==> config.mk <==
export PLATFORM = sky130hd
export DESIGN_NAME = kvsm_seq
export DESIGN_NICKNAME = d
export VERILOG_FILES = /design/src/rtl/kvsm_pkg.sv /design/src/rtl/kvsm_div.sv /design/src/rtl/kvsm_seq.sv
export SDC_FILE = /design/constraint.sdc
export NUM_CORES = 1
export LEC_CHECK = 0
export BUFFER_PORTS_ARGS = -buffer_cell sky130_fd_sc_hd__buf_2
export CAP_MARGIN = 30
export CORE_ASPECT_RATIO = 1.4
export CORE_MARGIN = 5
export CORE_UTILIZATION = 55
export DETAILED_ROUTE_END_ITERATION = 12
export PLACE_DENSITY = 0.9
export SETUP_SLACK_MARGIN = 0.1
export SYNTH_ARGS = -nofsm -noshare
export SYNTH_HDL_FRONTEND = slang
export SYNTH_SLANG_ARGS = --single-unit
==> constraint.sdc <==
create_clock -name clk -period 7.95 [get_ports clk]
set_clock_uncertainty 0.1 [all_clocks]
set_input_delay 0.795 -clock clk [delete_from_list [all_inputs] [get_ports clk]]
set_output_delay 0.795 -clock clk [all_outputs]
set_load 0.01 [all_outputs]
==> src/rtl/kvsm_pkg.sv <==
// ----------------------------------------------------------------------------
// kvsm_pkg
// Shared widths, codes and structures of the paged key/value slot mapper.
// ----------------------------------------------------------------------------
package kvsm_pkg;

	localparam int TABLE_DEPTH_DEF = 4096;
	localparam int MAX_RUN_DEF     = 64;

	localparam int KIND_W     = 2;
	localparam int SEQ_W      = 8;
	localparam int POS_W      = 16;
	localparam int CNT_W      = 7;
	localparam int LEN_W      = 17;
	localparam int ADDR_W     = 12;
	localparam int BID_W      = 16;
	localparam int SLOT_W     = 26;
	localparam int CFG_W      = 11;
	localparam int CFG_IDX_W  = 2;
	localparam int QPOS_W     = 17;
	localparam int BASE_W     = SEQ_W + CFG_W;
	localparam int IDX_W      = BASE_W + 1;
	localparam int PROD_W     = BID_W + CFG_W;
	localparam int IN_DATA_W  = 80;
	localparam int OUT_DATA_W = 32;

	localparam logic [CFG_W-1:0] BLK_TOKENS_RST     = 11'd64;
	localparam logic [CFG_W-1:0] BLOCKS_PER_SEQ_RST = 11'd16;

	typedef enum logic [KIND_W-1:0] {
		KIND_WRITE   = 2'd0,
		KIND_PREFILL = 2'd1,
		KIND_DECODE  = 2'd2
	} kind_t;

	typedef enum logic [CFG_IDX_W-1:0] {
		REG_BLK_TOKENS     = 2'd0,
		REG_BLOCKS_PER_SEQ = 2'd1
	} cfg_reg_t;

	typedef enum logic [1:0] {
		ST_IDLE,
		ST_DIV,
		ST_EMIT
	} state_t;

	typedef struct packed {
		logic              valid;
		logic              last;
		logic              fault_cfg;
		logic [QPOS_W-1:0] blk;
		logic [CFG_W-1:0]  off;
		logic [BASE_W-1:0] base;
	} pos_req_t;

	typedef struct packed {
		logic              en;
		logic [ADDR_W-1:0] addr;
		logic [BID_W-1:0]  data;
	} tbl_wr_t;

endpackage

==> src/rtl/kvsm_div.sv <==
// ----------------------------------------------------------------------------
// kvsm_div
// Restoring divider that splits a token position into block number and
// offset, one quotient bit per cycle.
// ----------------------------------------------------------------------------
module kvsm_div (
	input  logic                       clk,
	input  logic                       arst_n,
	input  logic                       start,
	input  logic [kvsm_pkg::QPOS_W-1:0] dividend,
	input  logic [kvsm_pkg::CFG_W-1:0]  divisor,
	output logic                       done,
	output logic [kvsm_pkg::QPOS_W-1:0] quot,
	output logic [kvsm_pkg::CFG_W-1:0]  rem
);
	import kvsm_pkg::*;

	localparam int CNT_BITS = $clog2(QPOS_W + 1);

	logic [QPOS_W-1:0]   q_q;
	logic [CFG_W:0]      r_q;
	logic [CNT_BITS-1:0] cnt_q;
	logic                busy_q;
	logic                done_q;
	logic [CFG_W:0]      trial;
	logic                ge;

	assign trial = {r_q[CFG_W-1:0], q_q[QPOS_W-1]};
	assign ge    = trial >= {1'b0, divisor};

	always_ff @(posedge clk or negedge arst_n) begin
		if (!arst_n) begin
			busy_q <= 1'b0;
			done_q <= 1'b0;
			cnt_q  <= '0;
		end else begin
			done_q <= 1'b0;
			if (start) begin
				busy_q <= 1'b1;
				cnt_q  <= CNT_BITS'(QPOS_W);
			end else if (busy_q) begin
				cnt_q <= cnt_q - CNT_BITS'(1);
				if (cnt_q == CNT_BITS'(1)) begin
					busy_q <= 1'b0;
					done_q <= 1'b1;
				end
			end
		end
	end

	always_ff @(posedge clk) begin
		if (start) begin
			q_q <= dividend;
			r_q <= '0;
		end else if (busy_q) begin
			q_q <= {q_q[QPOS_W-2:0], ge};
			r_q <= ge ? (trial - {1'b0, divisor}) : trial;
		end
	end

	assign done = done_q;
	assign quot = q_q;
	assign rem  = r_q[CFG_W-1:0];

	a_no_restart: assert property (@(posedge clk) disable iff (!arst_n)
		busy_q |-> !start)
		else $error("divider restarted while busy");

endmodule

==> src/rtl/kvsm_seq.sv <==
// ----------------------------------------------------------------------------
// kvsm_seq
// Item sequencer: takes input transactions, issues table writes, divides the
// first position of a run and steps block and offset once per position.
// ----------------------------------------------------------------------------
module kvsm_seq #(
	parameter int TABLE_DEPTH = kvsm_pkg::TABLE_DEPTH_DEF,
	parameter int MAX_RUN     = kvsm_pkg::MAX_RUN_DEF
) (
	input  logic                         clk,
	input  logic                         arst_n,
	input  logic                         in_valid,
	output logic                         in_ready,
	input  logic [kvsm_pkg::KIND_W-1:0]  kind,
	input  logic [kvsm_pkg::SEQ_W-1:0]   seq_index,
	input  logic [kvsm_pkg::POS_W-1:0]   start_pos,
	input  logic [kvsm_pkg::CNT_W-1:0]   run_count,
	input  logic [kvsm_pkg::LEN_W-1:0]   cur_length,
	input  logic [kvsm_pkg::ADDR_W-1:0]  table_addr,
	input  logic [kvsm_pkg::BID_W-1:0]   block_id,
	input  logic [kvsm_pkg::CFG_W-1:0]   blk_tokens,
	input  logic [kvsm_pkg::CFG_W-1:0]   blocks_per_seq,
	output kvsm_pkg::pos_req_t           req,
	input  logic                         req_ready,
	output kvsm_pkg::tbl_wr_t            tbl_wr
);
	import kvsm_pkg::*;

	localparam int RUN_W = $clog2(MAX_RUN + 1);
	localparam logic [IDX_W-1:0] DEPTH_LIM = IDX_W'(TABLE_DEPTH);

	state_t             state_q;
	state_t             state_d;
	kind_t              kind_in;
	logic [RUN_W-1:0]   rem_cnt_q;
	logic [RUN_W-1:0]   sat_cnt;
	logic [SEQ_W-1:0]   seq_q;
	logic [BASE_W-1:0]  base_q;
	logic [QPOS_W-1:0]  blk_q;
	logic [CFG_W-1:0]   off_q;
	logic               zero_q;
	logic               accept;
	logic               has_work;
	logic               div_start;
	logic               div_done;
	logic [QPOS_W-1:0]  dividend;
	logic [QPOS_W-1:0]  div_quot;
	logic [CFG_W-1:0]   div_rem;
	logic [CFG_W:0]     off_inc;
	logic               step;

	assign kind_in = kind_t'(kind);
	assign accept  = in_valid && in_ready;
	assign step    = (state_q == ST_EMIT) && req_ready;
	assign off_inc = {1'b0, off_q} + (CFG_W + 1)'(1);

	always_comb begin
		if (run_count > CNT_W'(MAX_RUN)) begin
			sat_cnt = RUN_W'(MAX_RUN);
		end else begin
			sat_cnt = run_count[RUN_W-1:0];
		end
	end

	always_comb begin
		case (kind_in)
			KIND_PREFILL: begin
				has_work = run_count != '0;
				dividend = {1'b0, start_pos};
			end
			KIND_DECODE: begin
				has_work = cur_length != '0;
				dividend = cur_length - LEN_W'(1);
			end
			default: begin
				has_work = 1'b0;
				dividend = '0;
			end
		endcase
	end

	always_comb begin
		state_d = state_q;
		case (state_q)
			ST_IDLE: begin
				if (accept && has_work) begin
					state_d = ST_DIV;
				end
			end
			ST_DIV: begin
				if (div_done) begin
					state_d = ST_EMIT;
				end
			end
			ST_EMIT: begin
				if (req_ready && rem_cnt_q == RUN_W'(1)) begin
					state_d = ST_IDLE;
				end
			end
			default: begin
				state_d = ST_IDLE;
			end
		endcase
	end

	always_comb begin
		in_ready      = (state_q == ST_IDLE) && req_ready;
		div_start     = accept && has_work;
		req.valid     = state_q == ST_EMIT;
		req.last      = rem_cnt_q == RUN_W'(1);
		req.fault_cfg = zero_q;
		req.blk       = blk_q;
		req.off       = off_q;
		req.base      = base_q;
		tbl_wr.en     = accept && (kind_in == KIND_WRITE)
			&& (IDX_W'(table_addr) < DEPTH_LIM);
		tbl_wr.addr   = table_addr;
		tbl_wr.data   = block_id;
	end

	always_ff @(posedge clk or negedge arst_n) begin
		if (!arst_n) begin
			state_q   <= ST_IDLE;
			rem_cnt_q <= '0;
		end else begin
			state_q <= state_d;
			if (accept) begin
				rem_cnt_q <= (kind_in == KIND_DECODE) ? RUN_W'(1) : sat_cnt;
			end else if (step) begin
				rem_cnt_q <= rem_cnt_q - RUN_W'(1);
			end
		end
	end

	always_ff @(posedge clk) begin
		if (accept) begin
			seq_q  <= seq_index;
			zero_q <= (blk_tokens == '0) || (blocks_per_seq == '0);
		end
		if (state_q == ST_DIV) begin
			base_q <= seq_q * blocks_per_seq;
			if (div_done) begin
				blk_q <= div_quot;
				off_q <= div_rem;
			end
		end else if (step) begin
			if (off_inc == {1'b0, blk_tokens}) begin
				off_q <= '0;
				blk_q <= blk_q + QPOS_W'(1);
			end else begin
				off_q <= off_inc[CFG_W-1:0];
			end
		end
	end

	kvsm_div u_div (
		.clk      (clk),
		.arst_n   (arst_n),
		.start    (div_start),
		.dividend (dividend),
		.divisor  (blk_tokens),
		.done     (div_done),
		.quot     (div_quot),
		.rem      (div_rem)
	);

	a_idle_after_last: assert property (@(posedge clk) disable iff (!arst_n)
		req.valid && req_ready && req.last |=> !req.valid)
		else $error("position issued after the last one of an item");

	a_emit_has_count: assert property (@(posedge clk) disable iff (!arst_n)
		(state_q == ST_EMIT) |-> (rem_cnt_q != '0))
		else $error("emitting with no positions left");

endmodule

# ---- Word-level counts from Yosys, hierarchy flattened
# Cells that the tools add are included.
# W data, S select, Z words.
dict set report totals {
  register_bits 100
  latchBits 0
  mem_bits_rw 0
  mem_bits_ro 0
  input_bits 104
  output_inout_bits 80
  word_cells 80
  memories 0
}
dict set report op_classes {
  addsub 6
  multipliers 1
  div 0
  magnitude_cmp 2
  eq_ne 10
  n_shift 0
  mux 29
  n_bitwise 0
  n_reduce_logical 20
}
# op n
set op_table {}
lappend op_table {{$mux W17} 6}
lappend op_table {{$mux W11} 5}
lappend op_table {{$pmux W17 S2} 1}
lappend op_table {{$mux W7} 4}
lappend op_table {{$logic_not A11 Y1} 2}
lappend op_table {{$mul A8 B11 Y19} 1}
lappend op_table {{$add A17 B1 Y17 const B} 1}
lappend op_table {{$reduce_bool A17 Y1} 1}
lappend op_table {{$sub A17 B1 Y17 const B} 1}
lappend op_table {{$add A11 B1 Y12 const B} 1}
lappend op_table {{$eq A12 B11 Y1} 1}
lappend op_table {{$ge A12 B11 Y1} 1}
lappend op_table {{$sub A11 B11 Y11} 1}
lappend op_table {{$mux W5} 2}
lappend op_table {{$reduce_bool A2 Y1} 4}
lappend op_table {{$eq A7 B1 Y1 const B} 1}
lappend op_table {{$gt A7 B7 Y1 const B} 1}
lappend op_table {{$reduce_bool A7 Y1} 1}
lappend op_table {{$sub A7 B1 Y7 const B} 1}
lappend op_table {{$logic_and A1 B1 Y1} 6}
lappend op_table {{$mux W1} 6}
lappend op_table {{$mux W2} 3}
lappend op_table {{$pmux W2 S3} 1}
lappend op_table {{$reduce_and A3 Y1} 2}
lappend op_table {{other kinds (10)} 14}

# ---- Depth between registers and ports, before layout
dict set report logic_depth {
  ltp_word 6
  depth_mapped 18
  ltp_nobuf 17
}

# ---- Cells and area by module
# A second synthesis with hierarchy kept.
dict set report hier_totals {
  cells_unflattened 969
  hier_area_um2 9173.8
}
# module n_inst cells_per_inst area_per_inst_um2 seq_area_each_um2
set modules_own_cells {}
lappend modules_own_cells {kvsm_seq 1 765 6991.7 1906.8}
lappend modules_own_cells {kvsm_div 1 204 2182.1 905.9}

# ---- Least setup slack after synthesis
# No wires, ideal clock.
dict set report synth_timing {
  kind {in2reg}
  start {input blocks_per_seq[2] in the netlist's numbering}
  end {register base_q[18] (data pin)}
  setup_ns 0.260
  t_arrival_ns 4.521
  t_required_ns 7.590
  path_slack_ns 3.070
  stages 14
  n_path_buf 0
  path_cell_list {and2_1 > fa_1 > fa_1 > fa_1 > inv_1 > fa_1 > inv_1 > ha_1 > a2111oi_0 > o21ai_0 > a31oi_1 > o21ai_0 > a21oi_1 > xnor2_1}
}
dict set report synth_between {
  elab_chain_cells 1
}
# item line_no
set synth_lines {}
lappend synth_lines {{from (decl)} kvsm_seq.sv:22} ;# input logic [kvsm_pkg::CFG_W-1:0] blocks_per_seq,
lappend synth_lines {{$mul A8 B11 Y19} kvsm_seq.sv:141} ;# base_q <= seq_q * blocks_per_seq;
lappend synth_lines {{to (signal assigned)} kvsm_seq.sv:141}
lappend synth_lines {{to (decl)} kvsm_seq.sv:38} ;# logic [BASE_W-1:0] base_q;
# No other way between the ends.
# A chain may end at the register's enable or synchronous reset.

# ---- Worst setup path after layout
# Same ends and word-level chain as after synthesis.

==> impl_summary.log <==
INFO  metric post-cts-setup-buffer-count = 0
INFO  metric share_of_synthesized_area_spent_on_multiplexers = 1.16%
INFO  metric vias_in_the_first_global_route = 7396
INFO  metric synthAdderAreaFrac = 21.0%
INFO  metric post_synth_xor_area_fraction = 7.05%
INFO  metric status = completed
INFO  metric highest_layer = met4
INFO  metric synth-edff-count = 73
INFO  metric cts.htree.levels = 3
INFO  metric dpl_worst_slack = 2.60 ns
INFO  metric initial_core_utilization = 56.3%
INFO  metric timing.max_slew.rel_slack = 31.9%
INFO  metric wire_per_inst = 16.8 um
INFO  metric wl_met1 = 7570 um
INFO  metric synthesis.instances = 951
INFO  metric synthToLayoutAreaGrowth = 9.73%
INFO  metric cellLeakagePower = 4.35 nW
INFO  metric met2_length = 11000 um
INFO  metric critPathRequiredTime = 7.95 ns
INFO  metric cts_buffer_depth = 2
INFO  metric drt_first_pass_iters = 5
INFO  metric min_period_over_period = 64.1%
INFO  metric critical_path.max_stage_delay = 0.56 ns
INFO  metric final-hold-violation-count = 0
INFO  metric crit_path_max_fanout = 9
INFO  metric grt_max_degree = 53
INFO  metric synthFlopType = edfxtp_1
INFO  metric clkSlewWorstSetupHoldPaths = 0.07 ns
INFO  metric critical_path.slowest_cell = fa_1
INFO  metric first_iter_violations = 394
INFO  metric tritoncts.num_buffers = 9
INFO  metric worstSetupEndpointType = flop
INFO  metric cap_violations = 0
INFO  metric final.hold.worst_slack = 0.250 ns
INFO  metric report.final.slew_viol_count = 0
INFO  metric ys_ff_latch = 100
INFO  metric number_of_unique_standard_cell_types_used_by_synthesis = 60
INFO  metric cts_hold_repair.buffers = 0
INFO  metric fmaxAchievable = 196 MHz
INFO  metric final.setup.tns = 0 ns
INFO  metric globalRouteOverflowTotal = 0
INFO  metric cp.buffers_inverters = 3
INFO  metric worst-endpoint-arrival = 5.10 ns
INFO  metric setup_violations = 0
INFO  metric postSynth.asyncResetShare = 16.0%
INFO  metric finalWeightedCongestion = 0.967
INFO  metric timing_worst_setup_path_type = input port to flop
INFO  metric drcViolationCount = 0
INFO  metric route.vias.total = 7151
INFO  metric clk_latency = 0.35 ns
INFO  metric peakVddDrop = 0.263 mV
INFO  metric clock_sinks = 100
INFO  metric tightest_slew = 1.02 ns
INFO  metric antenna_left = 0
INFO  metric grt_first_pass_wirelength = 34000 um
INFO  metric synth_area = 8820 um2
INFO  metric period_minus_slack = 5.10 ns
INFO  metric critical_path.most_common_cell = fa_1
INFO  metric fin_nets = 1246
INFO  metric top_delay_family_on_crit_path = adder cells
INFO  metric ys_seq_area_share = 31.9%
INFO  metric rsz_0062_raised_after_global_routing = no
INFO  metric met3_wirelength = 1070 um
INFO  metric tritoncts = built
INFO  metric design.die.area = 18700 um2
INFO  metric synth_compound_area_share = 11.2%
INFO  metric number_of_antenna_violations_at_the_first_check_in_global_routing = 2
INFO  metric setup.worst_path.start_class = input port
INFO  metric io_buffer_count = 127
INFO  metric gr-usage-all-layers = 22.6%
INFO  metric layout-drive-gt1-share = 15.0%
INFO  metric placed_wire_length_estimate_after_detailed_placement = 16200 um
INFO  metric cp_cell_sequence = buf_2, and2_1, fa_1, fa_1, fa_1, inv_1, fa_1, inv_1, ha_1, a2111oi_0, o21ai_0, a31oi_1, o21ai_0, a21oi_1, xnor2_1
INFO  metric cts_root_buffer = clkbuf_16
INFO  metric die_y = 160 um
INFO  metric detail_route.vias_per_cell = 5.81
INFO  metric cts_repair_resize_count = 0
INFO  metric placementRows = 54
INFO  metric mappedNetlistNets = 1170
INFO  metric fp.coreArea = 15700 um2
INFO  metric fp.dieW = 117 um
INFO  metric synth_area_per_cell = 9.28 um2
INFO  metric postLayoutSetupSlackWorst = 2.85 ns
INFO  metric total_power = 3.17 mW
INFO  metric kind_of_path_behind_the_tightest_hold_check = input port to async pin
INFO  metric power_density = 327 nW/um2
INFO  metric synthesis.yosys.warnings = 0
INFO  metric boundaryPins = 184
INFO  metric synth_simple_gate_area_share = 19.1%
INFO  metric postRouteWirelength = 20700 um
INFO  metric largest_family_of_logic_cells_by_synthesized_area = adder cells
==> worst reg2reg max path, cell delays in order, from the launching register on <==
cell and delay, ns:
edfxtp_1 0.55, and2_1 0.24, fa_1 0.52, fa_1 0.53, fa_1 0.56, inv_1 0.06, fa_1 0.53, inv_1 0.04
ha_1 0.33, a2111oi_0 0.37, o21ai_0 0.25, a31oi_1 0.35, o21ai_0 0.15, a21oi_1 0.19, xnor2_1 0.08
==> path summary, 6_finish.rpt <==
| path | from | end | slack (ns) | cells past startpoint |
|---|---|---|---|---|
| max in group asynchronous | arst_n | u_div.cnt_q[2] | 7.24 | 1 |
| worst min-delay path | arst_n | rem_cnt_q[4] | 0.25 | 1 |
| worst min register to register | u_div.done | state_q[0] | 0.38 | 1 |
| worst max register to register | seq_q[7] | base_q[18] | 2.86 | 14 |
| worst max-delay path | blocks_per_seq[2] | base_q[18] | 2.85 | 15 |
| min in group clk | u_div.done | state_q[0] | 0.38 | 1 |
==> per-stage QoR <==
step                instance area (um2)  util, %  cells
global placement                   9370     59.8   1212
CTS                                9680     61.7   1228
floorplan                          8820        -    951
detailed placement                 9370     59.8   1212
global route                       9680     61.8   1230
finish                             9680     61.8   1230
==> logic make-up (layout without fill, tap and decap cells) <==
kind of cell	count (synthesis)	after routing
simple gates	329	329
buf+inv	173	254
compound gates	153	153
fa+ha+maj	115	115
flops	100	100
xor+xnor	71	71
mux	10	10
other cells	0	2
==> state kept, by name, indices dropped and copies added, names as in the netlist <==
name          flops
rem_cnt_q         7
u_div.done        1
seq_q             8
off_q            11
zero_q            1
blk_q            17
u_div.quot       17
u_div.r_q        11
u_div.busy_q      1
base_q           19
state_q           2
u_div.cnt_q       5
==> synthesized netlist by cell type (3+ instances only) <==
library cell	instances	area (um2)
a211oi_1	13	97.6
a21o_1	7	52.6
a21oi_1	29	145
a221oi_1	16	140
a31oi_1	6	37.5
and2_1	72	450
and3_1	7	43.8
and4_1	4	35.0
buf_2	4	20.0
buf_4	29	218
clkbuf_1	32	120
dfrtp_1	16	400
dfxtp_1	11	220
edfxtp_1	73	2190
fa_1	55	1100
ha_1	60	751
inv_1	106	398
mux2i_1	8	80.1
nand2_1	81	304
nand2b_1	10	62.6
nand3_1	21	105
nand3b_1	4	30.0
nand4_1	8	50.1
nor2_1	77	289
nor2b_1	5	31.3
nor3_1	10	50.1
nor3b_1	3	22.5
nor4_1	14	87.6
o21a_1	6	45.0
o21ai_0	50	250
o21bai_1	3	22.5
o221ai_1	3	26.3
o31a_1	3	26.3
or4_1	3	22.5
xnor2_1	40	350
xor2_1	31	272
==> per-layer routing <==
metal	track usage, %	up-vias
met1	25.2	3455
met3	3.33	70
met2	40.5	257
met4	11.8	0
li1	-	3369
met5	0	-
==> placed cells by master, fill, tap and decap left out, types with 3 or more instances in the layout <==
cell and count:
mux2i_1 8, inv_1 106, buf_4 3, and2_1 72, fa_1 55, nand2b_1 10, a211oi_1 13, nor3_1 10
nand2_1 81, nor2b_1 5, o21a_1 6, ha_1 60, clkbuf_16 9, a21oi_1 29, nor2_1 77, o21bai_1 3
edfxtp_1 73, a221oi_1 16, a31oi_1 6, o221ai_1 3, nand3b_1 4, a21o_1 7, o21ai_0 50, or4_1 3
dfrtp_1 16, nand4_1 8, buf_2 127, nand3_1 21, nor3b_1 3, xnor2_1 40, xor2_1 31, o31a_1 3
nor4_1 14, and3_1 7, dfxtp_1 11, and4_1 4
==> final cells by class <==
| type | count | area (um2) |
|---|---|---|
| multi-input cells | 678 | 5250 |
| well taps | 196 | 245 |
| inverters | 108 | 405 |
| fillers | 1281 | 5990 |
| clock inverters | 7 | 82.6 |
| repair buffers | 130 | 658 |
| flip-flops and latches | 100 | 2810 |
| clock buffers | 9 | 225 |
| diodes | 2 | 5.00 |
==> where the power goes <==
part / internal, mW / total, mW / switching, mW
sequential: 0.857 / 1.01 / 0.150
combinational: 0.724 / 1.70 / 0.979
clock: 0.250 / 0.457 / 0.207
Note: power is estimated with default switching activity, not from simulation.
